--- config.mk ---
export PLATFORM = sky130hd
export DESIGN_NAME = c_subset_lexer_top
export DESIGN_NICKNAME = d
export VERILOG_FILES = /design/src/rtl/csl_pkg.sv /design/src/rtl/c_subset_lexer_top.sv /design/src/rtl/csl_core.sv
export SDC_FILE = /design/constraint.sdc
export NUM_CORES = 1
export LEC_CHECK = 0
export BUFFER_PORTS_ARGS = -buffer_cell sky130_fd_sc_hd__buf_4
export CAP_MARGIN = 20
export CELL_PAD_IN_SITES_DETAIL_PLACEMENT = 1
export CELL_PAD_IN_SITES_GLOBAL_PLACEMENT = 1
export CORE_ASPECT_RATIO = 0.6
export CORE_MARGIN = 2
export CORE_UTILIZATION = 40
export DETAILED_ROUTE_END_ITERATION = 10
export PLACE_DENSITY = 0.71
export SLEW_MARGIN = 30
export SYNTH_ARGS = -nofsm -noshare
export SYNTH_HDL_FRONTEND = slang
export SYNTH_SLANG_ARGS = --single-unit
--- constraint.sdc ---
create_clock -name aclk -period 12.08 [get_ports aclk]
set_input_delay 1.812 -clock aclk [delete_from_list [all_inputs] [get_ports aclk]]
set_output_delay 1.812 -clock aclk [all_outputs]
set_load 0.02 [all_outputs]
--- src/rtl/csl_pkg.sv ---
package csl_pkg;

    // default widths of the offset and line counters
    localparam int OFFSET_WIDTH_DEF = 16;
    localparam int LINE_WIDTH_DEF   = 16;

    // token kinds
    localparam logic [4:0] KIND_EOF    = 5'd0;
    localparam logic [4:0] KIND_IDENT  = 5'd1;
    localparam logic [4:0] KIND_INT    = 5'd2;
    localparam logic [4:0] KIND_DOUBLE = 5'd3;
    localparam logic [4:0] KIND_STRING = 5'd4;
    localparam logic [4:0] KIND_KW0    = 5'd5;
    localparam logic [4:0] KIND_OP0    = 5'd12;
    localparam logic [4:0] KIND_CHAR   = 5'd20;
    localparam logic [4:0] KIND_UNTERM = 5'd21;

    // characters with a role in the scanner
    localparam logic [7:0] CH_NUL    = 8'h00;
    localparam logic [7:0] CH_NL     = 8'h0a;
    localparam logic [7:0] CH_SPACE  = 8'h20;
    localparam logic [7:0] CH_QUOTE  = 8'h22;
    localparam logic [7:0] CH_STAR   = 8'h2a;
    localparam logic [7:0] CH_POINT  = 8'h2e;
    localparam logic [7:0] CH_SLASH  = 8'h2f;
    localparam logic [7:0] CH_EQ     = 8'h3d;
    localparam logic [7:0] CH_UNDER  = 8'h5f;

    // scanner modes
    typedef enum logic [3:0] {
        MODE_IDLE      = 4'd0,
        MODE_IDENT     = 4'd1,
        MODE_NUMBER    = 4'd2,
        MODE_STRING    = 4'd3,
        MODE_OPWAIT    = 4'd4,
        MODE_SLASH     = 4'd5,
        MODE_LINECOM   = 4'd6,
        MODE_BLOCK     = 4'd7,
        MODE_BLOCKSTAR = 4'd8
    } csl_mode_t;

    // keywords, first character in the lowest byte
    localparam int KW_COUNT = 7;
    localparam logic [39:0] KW_TEXT [KW_COUNT] = '{
        40'h00_0000_6669,   // if
        40'h00_6573_6c65,   // else
        40'h65_6c69_6877,   // while
        40'h00_0000_6f64,   // do
        40'h00_0072_6f66,   // for
        40'h6b_6165_7262,   // break
        40'h00_0074_6e69    // int
    };
    localparam logic [2:0] KW_LEN [KW_COUNT] = '{
        3'd2, 3'd4, 3'd5, 3'd2, 3'd3, 3'd5, 3'd3
    };

    // first characters of the two-character operators
    localparam int OP_COUNT = 8;
    localparam logic [7:0] OP_FIRST [OP_COUNT] = '{
        8'h3e, 8'h3c, 8'h3d, 8'h21, 8'h26, 8'h7c, 8'h2b, 8'h2d
    };
    localparam logic [3:0] OP_NONE = 4'd8;

    function automatic logic is_letter(input logic [7:0] c);
        return (c >= 8'h61 && c <= 8'h7a) || (c >= 8'h41 && c <= 8'h5a) || c == CH_UNDER;
    endfunction

    function automatic logic is_digit(input logic [7:0] c);
        return c >= 8'h30 && c <= 8'h39;
    endfunction

    // slot of an operator start character, OP_NONE if it is none
    function automatic logic [3:0] op_slot(input logic [7:0] c);
        logic [3:0] slot;
        slot = OP_NONE;
        for (int k = OP_COUNT - 1; k >= 0; k--) begin
            if (OP_FIRST[k] == c) begin
                slot = 4'(k);
            end
        end
        return slot;
    endfunction

endpackage

--- src/rtl/c_subset_lexer_top.sv ---
// output: a token enters the output queue as the byte that completes it is taken
// throughput: one source byte per cycle while s_axis_tready is high; a byte that
// completes two tokens needs two output transfers, so the rate is set by the
// one-token-per-cycle output port; a four-entry output queue parts the two sides;
// s_axis_tready drops when fewer than two entries are free
// reset: synchronous active-low aresetn; first_line returns to 1, scanner idles
module c_subset_lexer_top #(
    parameter int OFFSET_WIDTH = csl_pkg::OFFSET_WIDTH_DEF,
    parameter int LINE_WIDTH   = csl_pkg::LINE_WIDTH_DEF,
    localparam int RES_BITS    = 13 + LINE_WIDTH + 2 * OFFSET_WIDTH,
    localparam int TDATA_W     = ((RES_BITS + 7) / 8) * 8
) (
    input  logic               aclk,
    input  logic               aresetn,
    input  logic               cfg_we,
    input  logic [15:0]        cfg_wdata,
    input  logic               s_axis_tvalid,
    output logic               s_axis_tready,
    input  logic [7:0]         s_axis_tdata,   // source_byte
    output logic               m_axis_tvalid,
    input  logic               m_axis_tready,
    // token_kind, char_code, line_number, start_offset, text_length, zero fill
    output logic [TDATA_W-1:0] m_axis_tdata,
    output logic               m_axis_tlast    // last_of_run
);

    localparam int DEPTH = 4;

    logic [15:0]         first_line_reg;
    logic                step_en;
    logic [1:0]          res_cnt;
    logic [RES_BITS-1:0] res0, res1;

    logic [RES_BITS:0]   q_mem [DEPTH];
    logic [1:0]          wr_ptr_reg, rd_ptr_reg;
    logic [2:0]          cnt_reg, cnt_next;
    logic                pop;

    // configuration register
    always_ff @(posedge aclk) begin
        if (!aresetn) begin
            first_line_reg <= 16'd1;
        end else if (cfg_we) begin
            first_line_reg <= cfg_wdata;
        end
    end

    assign s_axis_tready = (cnt_reg <= 3'(DEPTH - 2));
    assign step_en       = s_axis_tvalid && s_axis_tready;

    csl_core #(
        .OFFSET_WIDTH(OFFSET_WIDTH),
        .LINE_WIDTH  (LINE_WIDTH)
    ) u_core (
        .aclk      (aclk),
        .aresetn   (aresetn),
        .step_en   (step_en),
        .step_byte (s_axis_tdata),
        .first_line(first_line_reg),
        .res_cnt   (res_cnt),
        .res0      (res0),
        .res1      (res1)
    );

    // output queue storage
    always_ff @(posedge aclk) begin
        if (step_en && res_cnt != 2'd0) begin
            q_mem[wr_ptr_reg] <= {res_cnt == 2'd1, res0};
            if (res_cnt == 2'd2) begin
                q_mem[wr_ptr_reg + 2'd1] <= {1'b1, res1};
            end
        end
    end

    assign pop      = m_axis_tvalid && m_axis_tready;
    assign cnt_next = cnt_reg + (step_en ? {1'b0, res_cnt} : 3'd0) - {2'b0, pop};

    // output queue pointers
    always_ff @(posedge aclk) begin
        if (!aresetn) begin
            wr_ptr_reg <= 2'd0;
            rd_ptr_reg <= 2'd0;
            cnt_reg    <= 3'd0;
        end else begin
            if (step_en) begin
                wr_ptr_reg <= wr_ptr_reg + res_cnt;
            end
            if (pop) begin
                rd_ptr_reg <= rd_ptr_reg + 2'd1;
            end
            cnt_reg <= cnt_next;
        end
    end

    assign m_axis_tvalid = (cnt_reg != 3'd0);
    assign m_axis_tdata  = TDATA_W'(q_mem[rd_ptr_reg][RES_BITS-1:0]);
    assign m_axis_tlast  = q_mem[rd_ptr_reg][RES_BITS];

endmodule

--- src/rtl/csl_core.sv ---
module csl_core #(
    parameter int OFFSET_WIDTH = csl_pkg::OFFSET_WIDTH_DEF,
    parameter int LINE_WIDTH   = csl_pkg::LINE_WIDTH_DEF,
    localparam int RES_BITS    = 13 + LINE_WIDTH + 2 * OFFSET_WIDTH
) (
    input  logic                aclk,
    input  logic                aresetn,
    input  logic                step_en,
    input  logic [7:0]          step_byte,
    input  logic [15:0]         first_line,
    output logic [1:0]          res_cnt,
    output logic [RES_BITS-1:0] res0,
    output logic [RES_BITS-1:0] res1
);

    localparam logic [31:0] LINE_TOP32 = (LINE_WIDTH >= 32) ? 32'hffff_ffff
                                         : 32'((64'd1 << LINE_WIDTH) - 64'd1);

    csl_pkg::csl_mode_t      mode_reg, mode_next;
    logic [7:0]              held_reg, held_next;
    logic [LINE_WIDTH-1:0]   line_reg, line_next;
    logic [OFFSET_WIDTH-1:0] off_reg, off_next;
    logic [OFFSET_WIDTH-1:0] begin_reg, begin_next;
    logic [OFFSET_WIDTH-1:0] len_reg, len_next;
    logic                    point_reg, point_next;
    logic [39:0]             kwin_reg, kwin_next;

    logic [LINE_WIDTH-1:0]   line_load;
    logic [4:0]              word_kind;
    logic [3:0]              held_slot;
    logic                    done;
    logic                    restarted;

    // token from the current mode and token from a fresh byte
    logic                    a_v, b_v;
    logic [4:0]              a_kind, b_kind;
    logic [7:0]              a_char, b_char;
    logic [OFFSET_WIDTH-1:0] a_start, b_start;
    logic [OFFSET_WIDTH-1:0] a_len, b_len;

    function automatic logic [OFFSET_WIDTH-1:0] off_inc(input logic [OFFSET_WIDTH-1:0] v);
        return (v == '1) ? v : v + OFFSET_WIDTH'(1);
    endfunction

    function automatic logic [LINE_WIDTH-1:0] line_inc(input logic [LINE_WIDTH-1:0] v);
        return (v == '1) ? v : v + LINE_WIDTH'(1);
    endfunction

    // line number loaded at restart, clipped to the counter range
    assign line_load = ({16'b0, first_line} > LINE_TOP32) ? '1
                       : LINE_WIDTH'({16'b0, first_line});

    // keyword lookup on the gathered window
    always_comb begin
        word_kind = csl_pkg::KIND_IDENT;
        for (int k = 0; k < csl_pkg::KW_COUNT; k++) begin
            if (word_kind == csl_pkg::KIND_IDENT
                && len_reg == OFFSET_WIDTH'(csl_pkg::KW_LEN[k])
                && kwin_reg == csl_pkg::KW_TEXT[k]) begin
                word_kind = csl_pkg::KIND_KW0 + 5'(k);
            end
        end
    end

    assign held_slot = csl_pkg::op_slot(held_reg);

    // one scanner step
    always_comb begin
        mode_next  = mode_reg;
        held_next  = held_reg;
        line_next  = line_reg;
        off_next   = off_reg;
        begin_next = begin_reg;
        len_next   = len_reg;
        point_next = point_reg;
        kwin_next  = kwin_reg;
        done       = 1'b1;
        restarted  = 1'b0;
        a_v = 1'b0; a_kind = csl_pkg::KIND_EOF; a_char = 8'd0;
        a_start = begin_reg; a_len = len_reg;
        b_v = 1'b0; b_kind = csl_pkg::KIND_EOF; b_char = 8'd0;
        b_start = off_reg; b_len = '0;

        // continue the token in progress
        case (mode_reg)
            csl_pkg::MODE_IDENT: begin
                if (csl_pkg::is_letter(step_byte) || csl_pkg::is_digit(step_byte)) begin
                    if (len_reg < OFFSET_WIDTH'(5)) begin
                        kwin_next = kwin_reg | ({32'b0, step_byte} << {len_reg[2:0], 3'b000});
                    end
                    len_next = off_inc(len_reg);
                end else begin
                    a_v = 1'b1; a_kind = word_kind;
                    done = 1'b0;
                end
            end
            csl_pkg::MODE_NUMBER: begin
                if (csl_pkg::is_digit(step_byte) || step_byte == csl_pkg::CH_POINT) begin
                    if (step_byte == csl_pkg::CH_POINT) begin
                        point_next = 1'b1;
                    end
                    len_next = off_inc(len_reg);
                end else begin
                    a_v = 1'b1;
                    a_kind = point_reg ? csl_pkg::KIND_DOUBLE : csl_pkg::KIND_INT;
                    done = 1'b0;
                end
            end
            csl_pkg::MODE_STRING: begin
                if (step_byte == csl_pkg::CH_QUOTE) begin
                    a_v = 1'b1; a_kind = csl_pkg::KIND_STRING;
                    mode_next = csl_pkg::MODE_IDLE;
                end else if (step_byte == csl_pkg::CH_NUL) begin
                    a_v = 1'b1; a_kind = csl_pkg::KIND_UNTERM;
                    done = 1'b0;
                end else begin
                    if (step_byte == csl_pkg::CH_NL) begin
                        line_next = line_inc(line_reg);
                    end
                    len_next = off_inc(len_reg);
                end
            end
            csl_pkg::MODE_OPWAIT: begin
                if (held_slot != csl_pkg::OP_NONE
                    && ((held_slot < 4'd4) ? (step_byte == csl_pkg::CH_EQ)
                                           : (step_byte == held_reg))) begin
                    a_v = 1'b1; a_kind = csl_pkg::KIND_OP0 + {1'b0, held_slot};
                    a_len = OFFSET_WIDTH'(2);
                    mode_next = csl_pkg::MODE_IDLE;
                end else begin
                    a_v = 1'b1; a_kind = csl_pkg::KIND_CHAR; a_char = held_reg;
                    a_len = OFFSET_WIDTH'(1);
                    done = 1'b0;
                end
            end
            csl_pkg::MODE_SLASH: begin
                if (step_byte == csl_pkg::CH_SLASH) begin
                    mode_next = csl_pkg::MODE_LINECOM;
                end else if (step_byte == csl_pkg::CH_STAR) begin
                    mode_next = csl_pkg::MODE_BLOCK;
                end else begin
                    a_v = 1'b1; a_kind = csl_pkg::KIND_CHAR; a_char = csl_pkg::CH_SLASH;
                    a_len = OFFSET_WIDTH'(1);
                    done = 1'b0;
                end
            end
            csl_pkg::MODE_LINECOM: begin
                if (step_byte == csl_pkg::CH_NL) begin
                    line_next = line_inc(line_reg);
                    mode_next = csl_pkg::MODE_IDLE;
                end else if (step_byte == csl_pkg::CH_NUL) begin
                    done = 1'b0;
                end
            end
            csl_pkg::MODE_BLOCK, csl_pkg::MODE_BLOCKSTAR: begin
                if (step_byte == csl_pkg::CH_NUL) begin
                    done = 1'b0;
                end else if (step_byte == csl_pkg::CH_NL) begin
                    line_next = line_inc(line_reg);
                    mode_next = csl_pkg::MODE_BLOCK;
                end else if (step_byte == csl_pkg::CH_STAR) begin
                    mode_next = csl_pkg::MODE_BLOCKSTAR;
                end else if (step_byte == csl_pkg::CH_SLASH
                             && mode_reg == csl_pkg::MODE_BLOCKSTAR) begin
                    mode_next = csl_pkg::MODE_IDLE;
                end else begin
                    mode_next = csl_pkg::MODE_BLOCK;
                end
            end
            default: begin
                done = 1'b0;
            end
        endcase

        // byte handled as the start of something new
        if (!done) begin
            mode_next = csl_pkg::MODE_IDLE;
            if (step_byte == csl_pkg::CH_SPACE) begin
                mode_next = csl_pkg::MODE_IDLE;
            end else if (step_byte == csl_pkg::CH_NL) begin
                line_next = line_inc(line_next);
            end else if (csl_pkg::is_letter(step_byte)) begin
                mode_next  = csl_pkg::MODE_IDENT;
                begin_next = off_reg;
                len_next   = OFFSET_WIDTH'(1);
                kwin_next  = {32'b0, step_byte};
            end else if (csl_pkg::is_digit(step_byte)) begin
                mode_next  = csl_pkg::MODE_NUMBER;
                begin_next = off_reg;
                len_next   = OFFSET_WIDTH'(1);
                point_next = 1'b0;
            end else if (step_byte == csl_pkg::CH_QUOTE) begin
                mode_next  = csl_pkg::MODE_STRING;
                begin_next = off_inc(off_reg);
                len_next   = '0;
            end else if (step_byte == csl_pkg::CH_NUL) begin
                b_v = 1'b1; b_kind = csl_pkg::KIND_EOF;
                restarted  = 1'b1;
                held_next  = 8'd0;
                line_next  = line_load;
                begin_next = '0;
                len_next   = '0;
                point_next = 1'b0;
                kwin_next  = '0;
            end else if (csl_pkg::op_slot(step_byte) != csl_pkg::OP_NONE) begin
                mode_next  = csl_pkg::MODE_OPWAIT;
                held_next  = step_byte;
                begin_next = off_reg;
            end else if (step_byte == csl_pkg::CH_SLASH) begin
                mode_next  = csl_pkg::MODE_SLASH;
                begin_next = off_reg;
            end else begin
                b_v = 1'b1; b_kind = csl_pkg::KIND_CHAR; b_char = step_byte;
                b_len = OFFSET_WIDTH'(1);
            end
        end

        off_next = restarted ? '0 : off_inc(off_reg);
    end

    // result slots: the pending token goes first
    always_comb begin
        res_cnt = {1'b0, a_v} + {1'b0, b_v};
        res0 = a_v ? {a_len, a_start, line_reg, a_char, a_kind}
                   : {b_len, b_start, line_reg, b_char, b_kind};
        res1 = {b_len, b_start, line_reg, b_char, b_kind};
    end

    // scanner state
    always_ff @(posedge aclk) begin
        if (!aresetn) begin
            mode_reg  <= csl_pkg::MODE_IDLE;
            held_reg  <= 8'd0;
            line_reg  <= LINE_WIDTH'(1);
            off_reg   <= '0;
            begin_reg <= '0;
            len_reg   <= '0;
            point_reg <= 1'b0;
            kwin_reg  <= '0;
        end else if (step_en) begin
            mode_reg  <= mode_next;
            held_reg  <= held_next;
            line_reg  <= line_next;
            off_reg   <= off_next;
            begin_reg <= begin_next;
            len_reg   <= len_next;
            point_reg <= point_next;
            kwin_reg  <= kwin_next;
        end
    end

endmodule

# Word level (Yosys, flattened, before mapping)
# Memory sizes are Yosys's and may differ from the RTL's. A register that Yosys moved wholly into a read port is not among the register bits.
# Cells that the tools add are included.
# totals
reg_bits	140
ram_bits	248
inputBits	29
output_inout_bits	67
word_cells	329
mem_count	1
# memory_table
memory	words	width	read_ports	rd_clocked_by_memory_dff	write_ports	line_no	rtl
q_mem	4	62	1	1	2	c_subset_lexer_top.sv:34	logic [RES_BITS:0] q_mem [DEPTH];
# classes
addsub	11
order_cmp	9
n_eq_ne	64
shift	1
muxes	190
n_bitwise	7
n_reduce_logical	34
# op_table
op	n
$mux W16	42
$mux W40	10
$mux W4	39
$eq A6 B8 Y1 const A	14
$mux W5	22
$mux W8	13
$pmux W16 S3	2
$eq A40 B15 Y1 const B	2
$eq A40 B23 Y1 const B	2
$eq A40 B39 Y1 const B	2
$add A16 B1 Y16 const B	4
$eq A16 B16 Y1 const B	4
$mux W61	1
$eq A8 B6 Y1 const B	6
$mux W1	47
$eq A40 B31 Y1 const B	1
$or A40 B40 Y40	1
$shl A8 B6 Y40	1
$eq A16 B2 Y1 const B	2
$eq A16 B3 Y1 const B	2
$pmux W16 S2	1
$eq A5 B1 Y1 const B	6
$pmux W5 S5	1
$logic_and A1 B1 Y1	21
other kinds (43)	70

# Logic depth before layout (Yosys ltp)
# Gate-level depths: netlist of run 1.
# depth
word_depth	30
mapped_depth	26
depth_no_buf	24

# By module
# Synthesis of run 1 repeated with hierarchy kept, for this count alone.
# unflattened
hier_cells	2295
area_unflattened_um2	22664.2
# modules_own_cells
mod	instances	cells_per_inst	area_each_um2	seq_area_each_um2
c_subset_lexer_top	1	1048	13890.8	7907.6
csl_core	1	1247	8773.4	2342.2

# Least setup slack after synthesis of run 1
# Ideal clock, no wire load.
# synth_path
path_kind	in2reg
start	input s_axis_tdata[2]
end	memory q_mem[1][10] in the netlist's numbering, enable pin
setup_ps	421
t_arrival_ps	6202
required_time_ps	11659
path_slack_ps	5457
cell_stages	13
path_buffers	2
path_cell_list	buf_4 or4_1 nor2_1 o21ai_1 a21oi_1 nand2_1 nor3_1 nand2_1 ha_1 nor4_1 a21oi_1 inv_1 clkbuf_1
# synth_rtl
item	line_no	rtl
from (decl)	c_subset_lexer_top.sv:19	input logic [7:0] s_axis_tdata,
to (decl)	c_subset_lexer_top.sv:34	

==> flow_summary.json, run 1 <==
{
  "status": "finished, final reports clean",
  "setup_slack_ps": 5440,
  "synthCells": 1977,
  "synth_ff_type": "dfxtp_1",
  "drc": 0,
  "dieHeight_um": 177,
  "synth_top_area_share_pct": 25.9,
  "wire_per_inst_um": 26.0,
  "post-place-cells": 2574,
  "synth-xor-area-share_pct": 1.01,
  "numCtsBuffers": 40,
  "powerDensity_nw_per_um2": 173,
  "power_leakage_nw": 7.70,
  "viasPerCell": 6.38,
  "synthSimpleGateAreaFrac_pct": 17.9,
  "worstSkewPairLatency_ps": 570,
  "synthAdderAreaFrac_pct": 1.11,
  "synth_cell_types": 99,
  "path_cells": "buf_4, nor4b_4, a22o_1, a32o_1, nor2_1, nand2_1, clkinv_1, ha_1, nor2_1, nand2_1, nor2_1, a21oi_2, buf_4, inv_2, buf_4, and2_1",
  "finalHoldViolations": 0,
  "drt_wl_total_um": 68700,
  "post-route-period-util_pct": 55.0,
  "setup_tns_ps": 0,
  "drt_iter0_markers": 1881,
  "setup_viol": 0,
  "post_cts.repair.setup_buffers": 0,
  "path_clk_slew_ps": 70,
  "grt_pass1_wl_um": 104000,
  "globalplace.congestion": 0.931,
  "fillers": 5351,
  "syn_to_final_growth_pct": 12.5,
  "start_kind": "input pin",
  "synth_area_leader_cell": "edfxtp_1",
  "drtPass1Iterations": 5,
  "fin_area_um2": 22400,
  "max_freq_ghz": 0.151,
  "fin_skew_ps": 26.4,
  "worst_pin_slew_ps": 974,
  "placementRows": 63,
  "largest_reg_flops": 248,
  "synth-seq-area-share_pct": 47.9,
  "critPathArrivalTime_ps": 7070,
  "mostFrequentLayoutCells": "216 x dfxtp_1, 174 x nor2_1, 172 x edfxtp_1",
  "diodes": 0,
  "drive_gt1_share_pct": 14.9,
  "ys_ff_latch": 390,
  "holdWs_ps": 458,
  "die_area_um2": 51600,
  "ff_latch_area_um2": 9530,
  "crit_type": "input pin to flip-flop",
  "required_ps": 12510,
  "layout.nets": 2013,
  "clk_path_buf_depth": 3,
  "multi_input_area_um2": 9640,
  "min_path_type": "flip-flop to flip-flop",
  "irDropWorstVdd_mv": 0.131,
  "endpoint_kind": "flip-flop",
  "muxShareOfSynthArea_pct": 8.58,
  "drtAntennaViolNets": 0,
  "core_um2": 49300,
  "synthTopCellsByArea": "edfxtp_1 26%, dfxtp_1 22%, mux4_2 7.0%",
  "via_count": 16900,
  "cts_tree": "built",
  "slowest_stage": "nor4b_4",
  "slew_headroom_pct": 34.9,
  "synthesis.area_um2": 19900,
  "synth_edf_count": 172,
  "synth.avg_cell_area_um2": 10.1,
  "stdcell_count": 2644,
  "io_buffers": 92,
  "synth_compound_area_share_pct": 19.3,
  "gr-total-overflow": 0,
  "cts_max_level": 2,
  "rsz0062_at_grt": "no",
  "grt_pass1_vias": 16500,
  "track_usage_pct": 26.3,
  "synth_top_family_by_area": "compound AO/OA/AOI/OAI gates",
  "period_minus_slack_ps": 6640,
  "start_util_pct": 40.4,
  "max_stage_delay_ps": 580,
  "ioPinCount": 96,
  "clock-sinks": 390,
  "yosys_warnings": 0,
  "final_common_cell": "dfxtp_1",
  "maxSlewViolCount": 0,
  "die_width_um": 292,
  "hpwl_um": 47600,
  "cts.repair.resized": 0,
  "maxCapViolCount": 0,
  "dp_slack_ps": 4950,
  "async_flop_share_pct": 0,
  "path_max_fanout": 53,
  "cts_root_buffer": "clkbuf_16",
  "antenna_found_initial": 4,
  "hold_buffers": 0,
  "grt_max_degree": 81,
  "place_area_um2": 21000
}
==> Yosys cell counts, types with 31 or more instances <==
cell and number:
clkbuf_1 147, and2_1 46, nand3_1 59, nor2b_1 35
a21oi_1 124, nor2_1 177, nor3_1 56, o22ai_1 31
nand2_1 133, edfxtp_1 172, o21ai_0 101, mux4_2 62
dfxtp_1 218, a22o_1 131
==> path summary, 6_finish.rpt <==
path,from,to,slack (ps),cells after the start
max,s_axis_tdata[4],q_mem[1][20]$_DFFE_PP_,5440,16
min,q_mem[1][3]$_SDFFE_PP0P_,q_mem[1][3]$_SDFFE_PP0P_,460,2
max reg2reg,u_core.held_reg[4]$_SDFFE_PN0P_,q_mem[1][20]$_DFFE_PP_,6270,22
min reg2reg,q_mem[1][3]$_SDFFE_PP0P_,q_mem[1][3]$_SDFFE_PP0P_,460,2
==> critical path: cells and delay by family <==
family | cells | cell delay [ps]
fa+ha+maj | 1 | 360
buf+inv | 5 | 1630
simple gates | 7 | 2300
compound gates | 3 | 900
==> where the power goes <==
part / switching (W) / total (W) / internal, W
clock network: 0.000557 / 0.00128 / 0.000724
registers: 0.000118 / 0.00161 / 0.00149
logic: 0.000600 / 0.000982 / 0.000381
total: 0.00128 / 0.00387 / 0.00260
==> cells by family after synthesis <==
kind of cell / Yosys count
AO/OA/AOI/OAI: 556
XOR/XNOR: 23
adder cells (fa/ha/maj): 17
buffers and inverters: 212
flip-flops: 390
multiplexers: 93
other: 1
AND/OR/NAND/NOR: 685
==> per-stage QoR <==
step                power [W]  utilization (%)
floorplan             0.00221                -
global placement      0.00258             42.6
detailed placement    0.00261             42.7
CTS                   0.00389             45.4
global route          0.00402             45.5
finish                0.00387             45.5
==> routing by layer <==
layer | wire length (um) | global-route usage (%)
met2 | 28000 | 37.3
met5 | 0 | 0
met3 | 7190 | 7.33
met1 | 32300 | 39.6
met4 | 1220 | 5.22
==> cell type report <==
cell class                 count  share of cell area, %
timing repair buffer         127                   4.40
clock inverter                 9                  0.614
sequential                   390                   42.5
inverter                      31                  0.519
clock buffer                  60                   5.26
multi-input combinational   1377                   43.0
tap                          650                   3.63
(Power assumes the default switching activity.)
==> run 2: changes to the inputs <==
==> constraint.sdc (replaced) <==
create_clock -name aclk -period 6.3 [get_ports aclk]
set_input_delay 0.945 -clock aclk [delete_from_list [all_inputs] [get_ports aclk]]
set_output_delay 0.945 -clock aclk [all_outputs]
set_load 0.02 [all_outputs]
==> run 2 against run 1 <==
- sequential power is 91% higher
- clock power up 98%
- utilization grew 0.29 points
- non-clock buffer count increased by 12
- clock skew decreased by 12 ps
- combinational power increased by 97%
- global-route usage is 0.70 points higher
- setup slack worse by 4800 ps
==> flow_summary.json, run 2 (synthesis results as in run 1) <==
{
  "io_buffers": 92,
  "p_sw_share_pct": 33.5,
  "path_max_fanout": 16,
  "clock-sinks": 390,
  "wire_per_inst_um": 26.4,
  "grt_max_degree": 81,
  "cts_root_buffer": "clkbuf_16",
  "status": "finished, final reports clean",
  "min_path_type": "flip-flop to flip-flop",
  "gr-total-overflow": 0,
  "path_cells": "and2_1, nand4_1, nor2_1, a22oi_1, o221ai_1, ha_1, nor3_1, a21o_1, a22o_1, a21oi_1, nor4_2, nor3_1, nand2_1, ha_1, nor2_1, nand2_1, nor2_1, nand2_1, o21ai_1, buf_4, a22o_1",
  "power_switching_w": 0.00253,
  "irDropWorstVdd_mv": 0.253,
  "post_cts.repair.setup_buffers": 0,
  "track_usage_pct": 27.0,
  "die_width_um": 292,
  "crit_type": "flip-flop to flip-flop",
  "dieHeight_um": 177,
  "worstSkewPairLatency_ps": 570,
  "seq_power_share_pct": 40.8,
  "drtAntennaViolNets": 0,
  "numCtsBuffers": 41,
  "largest_reg_flops": 248,
  "hpwl_um": 49000,
  "rsz0062_at_grt": "no",
  "maxSlewViolCount": 0,
  "finalHoldViolations": 0,
  "grt_pass1_wl_um": 107000,
  "combPwrFrac_pct": 25.6,
  "syn_to_final_growth_pct": 13.3,
  "start_kind": "flip-flop",
  "power_leakage_nw": 7.79,
  "intPower_w": 0.00502,
  "drtPass1Iterations": 5,
  "endpoint_kind": "flip-flop",
  "drc": 0,
  "start_util_pct": 40.4,
  "hold_buffers": 0,
  "fin_util_pct": 45.8,
  "viasPerCell": 6.43,
  "drt_wl_total_um": 70300,
  "setup_tns_ps": 0,
  "max_freq_ghz": 0.177,
  "fin_skew_ps": 14.3,
  "r2r_slack_ps": 660,
  "clkPwrFrac_pct": 33.6,
  "path_clk_slew_ps": 70,
  "drive_gt1_share_pct": 15.5,
  "antenna_found_initial": 1,
  "required_ps": 6730,
  "critPathArrivalTime_ps": 6070,
  "layout.nets": 2026,
  "period_minus_slack_ps": 5640,
  "powerDensity_nw_per_um2": 335,
  "core_um2": 49300,
  "slew_headroom_pct": 33.2,
  "final_common_cell": "dfxtp_1",
  "placementRows": 63,
  "globalplace.congestion": 0.975,
  "max_stage_delay_ps": 590,
  "via_count": 17100,
  "post-route-period-util_pct": 89.5,
  "maxCapViolCount": 0,
  "slowest_stage": "dfxtp_1",
  "cts_max_level": 2,
  "cts_tree": "built",
  "die_area_um2": 51600,
  "setup_slack_ps": 659,
  "worst_pin_slew_ps": 992,
  "clk_path_buf_depth": 3,
  "grt_pass1_vias": 16800,
  "dp_slack_ps": 751,
  "drt_iter0_markers": 1921,
  "power.total_w": 0.00755,
  "mostFrequentLayoutCells": "216 x dfxtp_1, 177 x nor2_1, 172 x edfxtp_1",
  "ioPinCount": 96,
  "cts.repair.resized": 0,
  "setup_viol": 0
}
[run 2: layout make-up]
| class | count | area [um2] |
|---|---|---|
| fillers | 5313 | 26700 |
| multi-input cells | 1377 | 9620 |
| flip-flops and latches | 390 | 9530 |
| repair buffers | 139 | 1100 |
| clock buffers | 46 | 1080 |
| well taps | 650 | 813 |
| clock inverters | 28 | 293 |
| inverters | 31 | 116 |
| diodes | 1 | 2.50 |
[run 2: per-stage QoR]
| step | instances | hold slack, ps | area, um2 |
|---|---|---|---|
| detailed placement | 2586 | 449 | 21100 |
| global placement | 2586 | 430 | 21100 |
| CTS | 2660 | 462 | 22500 |
| finish | 2662 | 461 | 22600 |
| floorplan | 1979 | 420 | 19900 |
| global route | 2661 | 490 | 22600 |
[run 2: critical path, delay by kind of cell, from the launching register on]
kind / cells / cell delay [ps]
flip-flops: 1 / 590
buffers and inverters: 1 / 290
adder cells (fa/ha/maj): 2 / 700
AND/OR/NAND/NOR: 11 / 2530
AO/OA/AOI/OAI: 7 / 1380
[run 2: power by group through the flow]
stage	sequential (W)	clock, W	combinational, W
finish	0.00308	0.00253	0.00193
global route	0.00311	0.00266	0.00206
CTS	0.00313	0.00256	0.00186
detailed placement	0.00318	0	0.00184
global placement	0.00316	0	0.00181
floorplan	0.00298	0	0.00126
[run 2: final timing paths]
path,startpoint,end,cells past startpoint
worst min-delay path,q_mem[3][1]$_SDFFE_PP0P_,q_mem[3][1]$_SDFFE_PP0P_,2
worst min register to register,q_mem[3][1]$_SDFFE_PP0P_,q_mem[3][1]$_SDFFE_PP0P_,2
worst max-delay path,u_core.held_reg[2]$_SDFFE_PN0P_,q_mem[3][32]$_DFFE_PP_,21
worst max register to register,u_core.held_reg[2]$_SDFFE_PN0P_,q_mem[3][32]$_DFFE_PP_,21
[run 2: routing by layer]
metal / vias to the layer above / wire, um / share of wire, % / GRT usage [%]
li1: 7519 / - / - / -
met1: 8751 / 33500 / 48 / 41.3
met2: 755 / 28600 / 41 / 38.1
met3: 82 / 7250 / 10 / 7.21
met4: 0 / 998 / 1.4 / 4.57
met5: - / 0 / 0 / 0
==> run 3: changes to the inputs <==
--- a/config.mk
+++ b/config.mk
@@ -13,7 +13,7 @@
 export CORE_MARGIN = 2
 export CORE_UTILIZATION = 40
 export DETAILED_ROUTE_END_ITERATION = 10
-export PLACE_DENSITY = 0.71
+export PLACE_DENSITY_LB_ADDON = 0.1
 export SLEW_MARGIN = 30
 export SYNTH_ARGS = -nofsm -noshare
 export SYNTH_HDL_FRONTEND = slang
==> run 3 against run 2 <==
- first-iteration DRC count down 5.9%
- maximum frequency is 2.5% higher
- cell area is 0.32% lower
- clock-buffer cell count up 9
- wire length is 1.4% higher
- via count fell by 1.4%
- critical path depth rose by 2
- total power is 1.6% lower
- global-route usage up 0.40 points
- cell count about the same
- combinational power hardly changed
==> flow_summary.json, run 3 (synthesis results as in run 1) <==
{
  "status": "finished, final reports clean",
  "drtPass1Iterations": 7,
  "post_cts.repair.setup_buffers": 0,
  "grt_pass1_wl_um": 107000,
  "maxCapViolCount": 0,
  "drt_iter0_markers": 1808,
  "start_util_pct": 40.4,
  "clk_path_buf_depth": 3,
  "core_um2": 49300,
  "mostFrequentLayoutCells": "216 x dfxtp_1, 177 x nor2_1, 172 x edfxtp_1",
  "drive_gt1_share_pct": 15.4,
  "max_freq_ghz": 0.182,
  "hold_buffers": 0,
  "ff_latch_area_um2": 9530,
  "busiest_layer": "met1",
  "setup_slack_ps": 798,
  "worst_pin_slew_ps": 939,
  "min_path_type": "flip-flop to flip-flop",
  "placementRows": 63,
  "wire_per_inst_um": 26.8,
  "path_cells": "and2_1, nand4_1, nor2_1, a22oi_1, o221ai_1, ha_1, a21oi_1, o32ai_1, o2111ai_1, nor4_2, nor3_1, nand2_1, inv_1, ha_1, nand2_1, ha_1, inv_1, ha_1, inv_1, fa_1, xnor2_1, xnor2_1, nor2_1",
  "viasPerCell": 6.34,
  "endpoint_kind": "flip-flop",
  "max_stage_delay_ps": 600,
  "dieHeight_um": 177,
  "required_ps": 6730,
  "setup_viol": 0,
  "met1_usage_pct": 42.1,
  "setup_tns_ps": 0,
  "cts.repair.resized": 0,
  "dp_slack_ps": 737,
  "drc": 0,
  "post-route-period-util_pct": 87.3,
  "via_count": 16900,
  "layout.nets": 2026,
  "fillers": 5343,
  "path_clk_slew_ps": 70,
  "track_usage_pct": 27.4,
  "use_met3_pct": 8.70,
  "ioPinCount": 96,
  "critPathArrivalTime_ps": 5930,
  "place_area_um2": 21200,
  "multi_input_area_um2": 9620,
  "power.total_w": 0.00743,
  "final_common_cell": "dfxtp_1",
  "powerDensity_nw_per_um2": 330,
  "clock-sinks": 390,
  "syn_to_final_growth_pct": 12.9,
  "grt_pass1_vias": 16400,
  "largest_reg_flops": 248,
  "crit_type": "flip-flop to flip-flop",
  "cts_tree": "built",
  "hpwl_um": 49700,
  "slowest_stage": "dfxtp_1",
  "io_buffers": 92,
  "antenna_found_initial": 3,
  "numCtsBuffers": 40,
  "cts_max_level": 2,
  "maxSlewViolCount": 0,
  "die_width_um": 292,
  "fin_area_um2": 22500,
  "fin_util_pct": 45.6,
  "drt_wl_total_um": 71300,
  "globalplace.congestion": 0.927,
  "period_minus_slack_ps": 5500,
  "rsz0062_at_grt": "no",
  "grt_max_degree": 59,
  "finalHoldViolations": 0,
  "fin_skew_ps": 24.3,
  "path_max_fanout": 11,
  "irDropWorstVdd_mv": 0.238,
  "start_kind": "flip-flop",
  "worstSkewPairLatency_ps": 570,
  "cts_root_buffer": "clkbuf_16",
  "slew_headroom_pct": 37.1,
  "crit_top_cell": "ha_1",
  "power_leakage_nw": 7.77,
  "use_met2_pct": 37.1,
  "drtAntennaViolNets": 0,
  "gr-total-overflow": 0,
  "die_area_um2": 51600
}
==> run 3: cell types whose count changed in the layout (fill, tap and decap cells not counted), sizes merged <==
cell | before | now
inv | 33 | 32
bufinv | 4 | 3
clkinv | 20 | 13
clkbuf | 46 | 55
buf | 139 | 140
==> run 3: report_power, final <==
part / total (W) / internal, W / switching [W]
Combinational: 0.00191 / 0.000743 / 0.00117
Sequential: 0.00309 / 0.00286 / 0.000226
Clock: 0.00243 / 0.00135 / 0.00108
==> run 3: per-stage QoR <==
step | hold WS, ps | instances
floorplan | 420 | 1979
global placement | 432 | 2587
detailed placement | 450 | 2588
CTS | 465 | 2662
global route | 487 | 2663
finish | 467 | 2663
==> run 3: final cells by class <==
type	instances	area share, %
clock inverters	19	0.890
clock buffers	55	4.84
well taps	650	3.62
multi-input cells	1377	42.8
diodes	1	0.0111
flip-flops and latches	390	42.4
repair buffers	140	4.93
inverters	31	0.518
==> run 3: routing by layer <==
metal  part of all wire (%)  wire length [um]
met5                      0                 0
met4                    1.5              1040
met3                     11              7500
met2                     40             28300
met1                     48             34400
==> run 3: critical path: cells and delay by family (launching register included) <==
kind	cells	cell delay, ps
adder cells (fa/ha/maj)	5	1800
AO/OA/AOI/OAI	5	1000
XOR/XNOR	2	340
buffers and inverters	3	200
flip-flops	1	600
AND/OR/NAND/NOR	8	1420
==> run 3: path summary, 6_finish.rpt <==
| path | startpoint | to | slack, ps | depth (start not counted) |
|---|---|---|---|---|
| worst min register to register | q_mem[1][46]$_SDFFE_PP0P_ | q_mem[1][46]$_SDFFE_PP0P_ | 470 | 2 |
| worst max-delay path | u_core.held_reg[2]$_SDFFE_PN0P_ | cnt_reg[2]$_SDFF_PN0_ | 800 | 23 |
| worst min-delay path | q_mem[1][46]$_SDFFE_PP0P_ | q_mem[1][46]$_SDFFE_PP0P_ | 470 | 2 |
| worst max register to register | u_core.held_reg[2]$_SDFFE_PN0P_ | cnt_reg[2]$_SDFF_PN0_ | 800 | 23 |
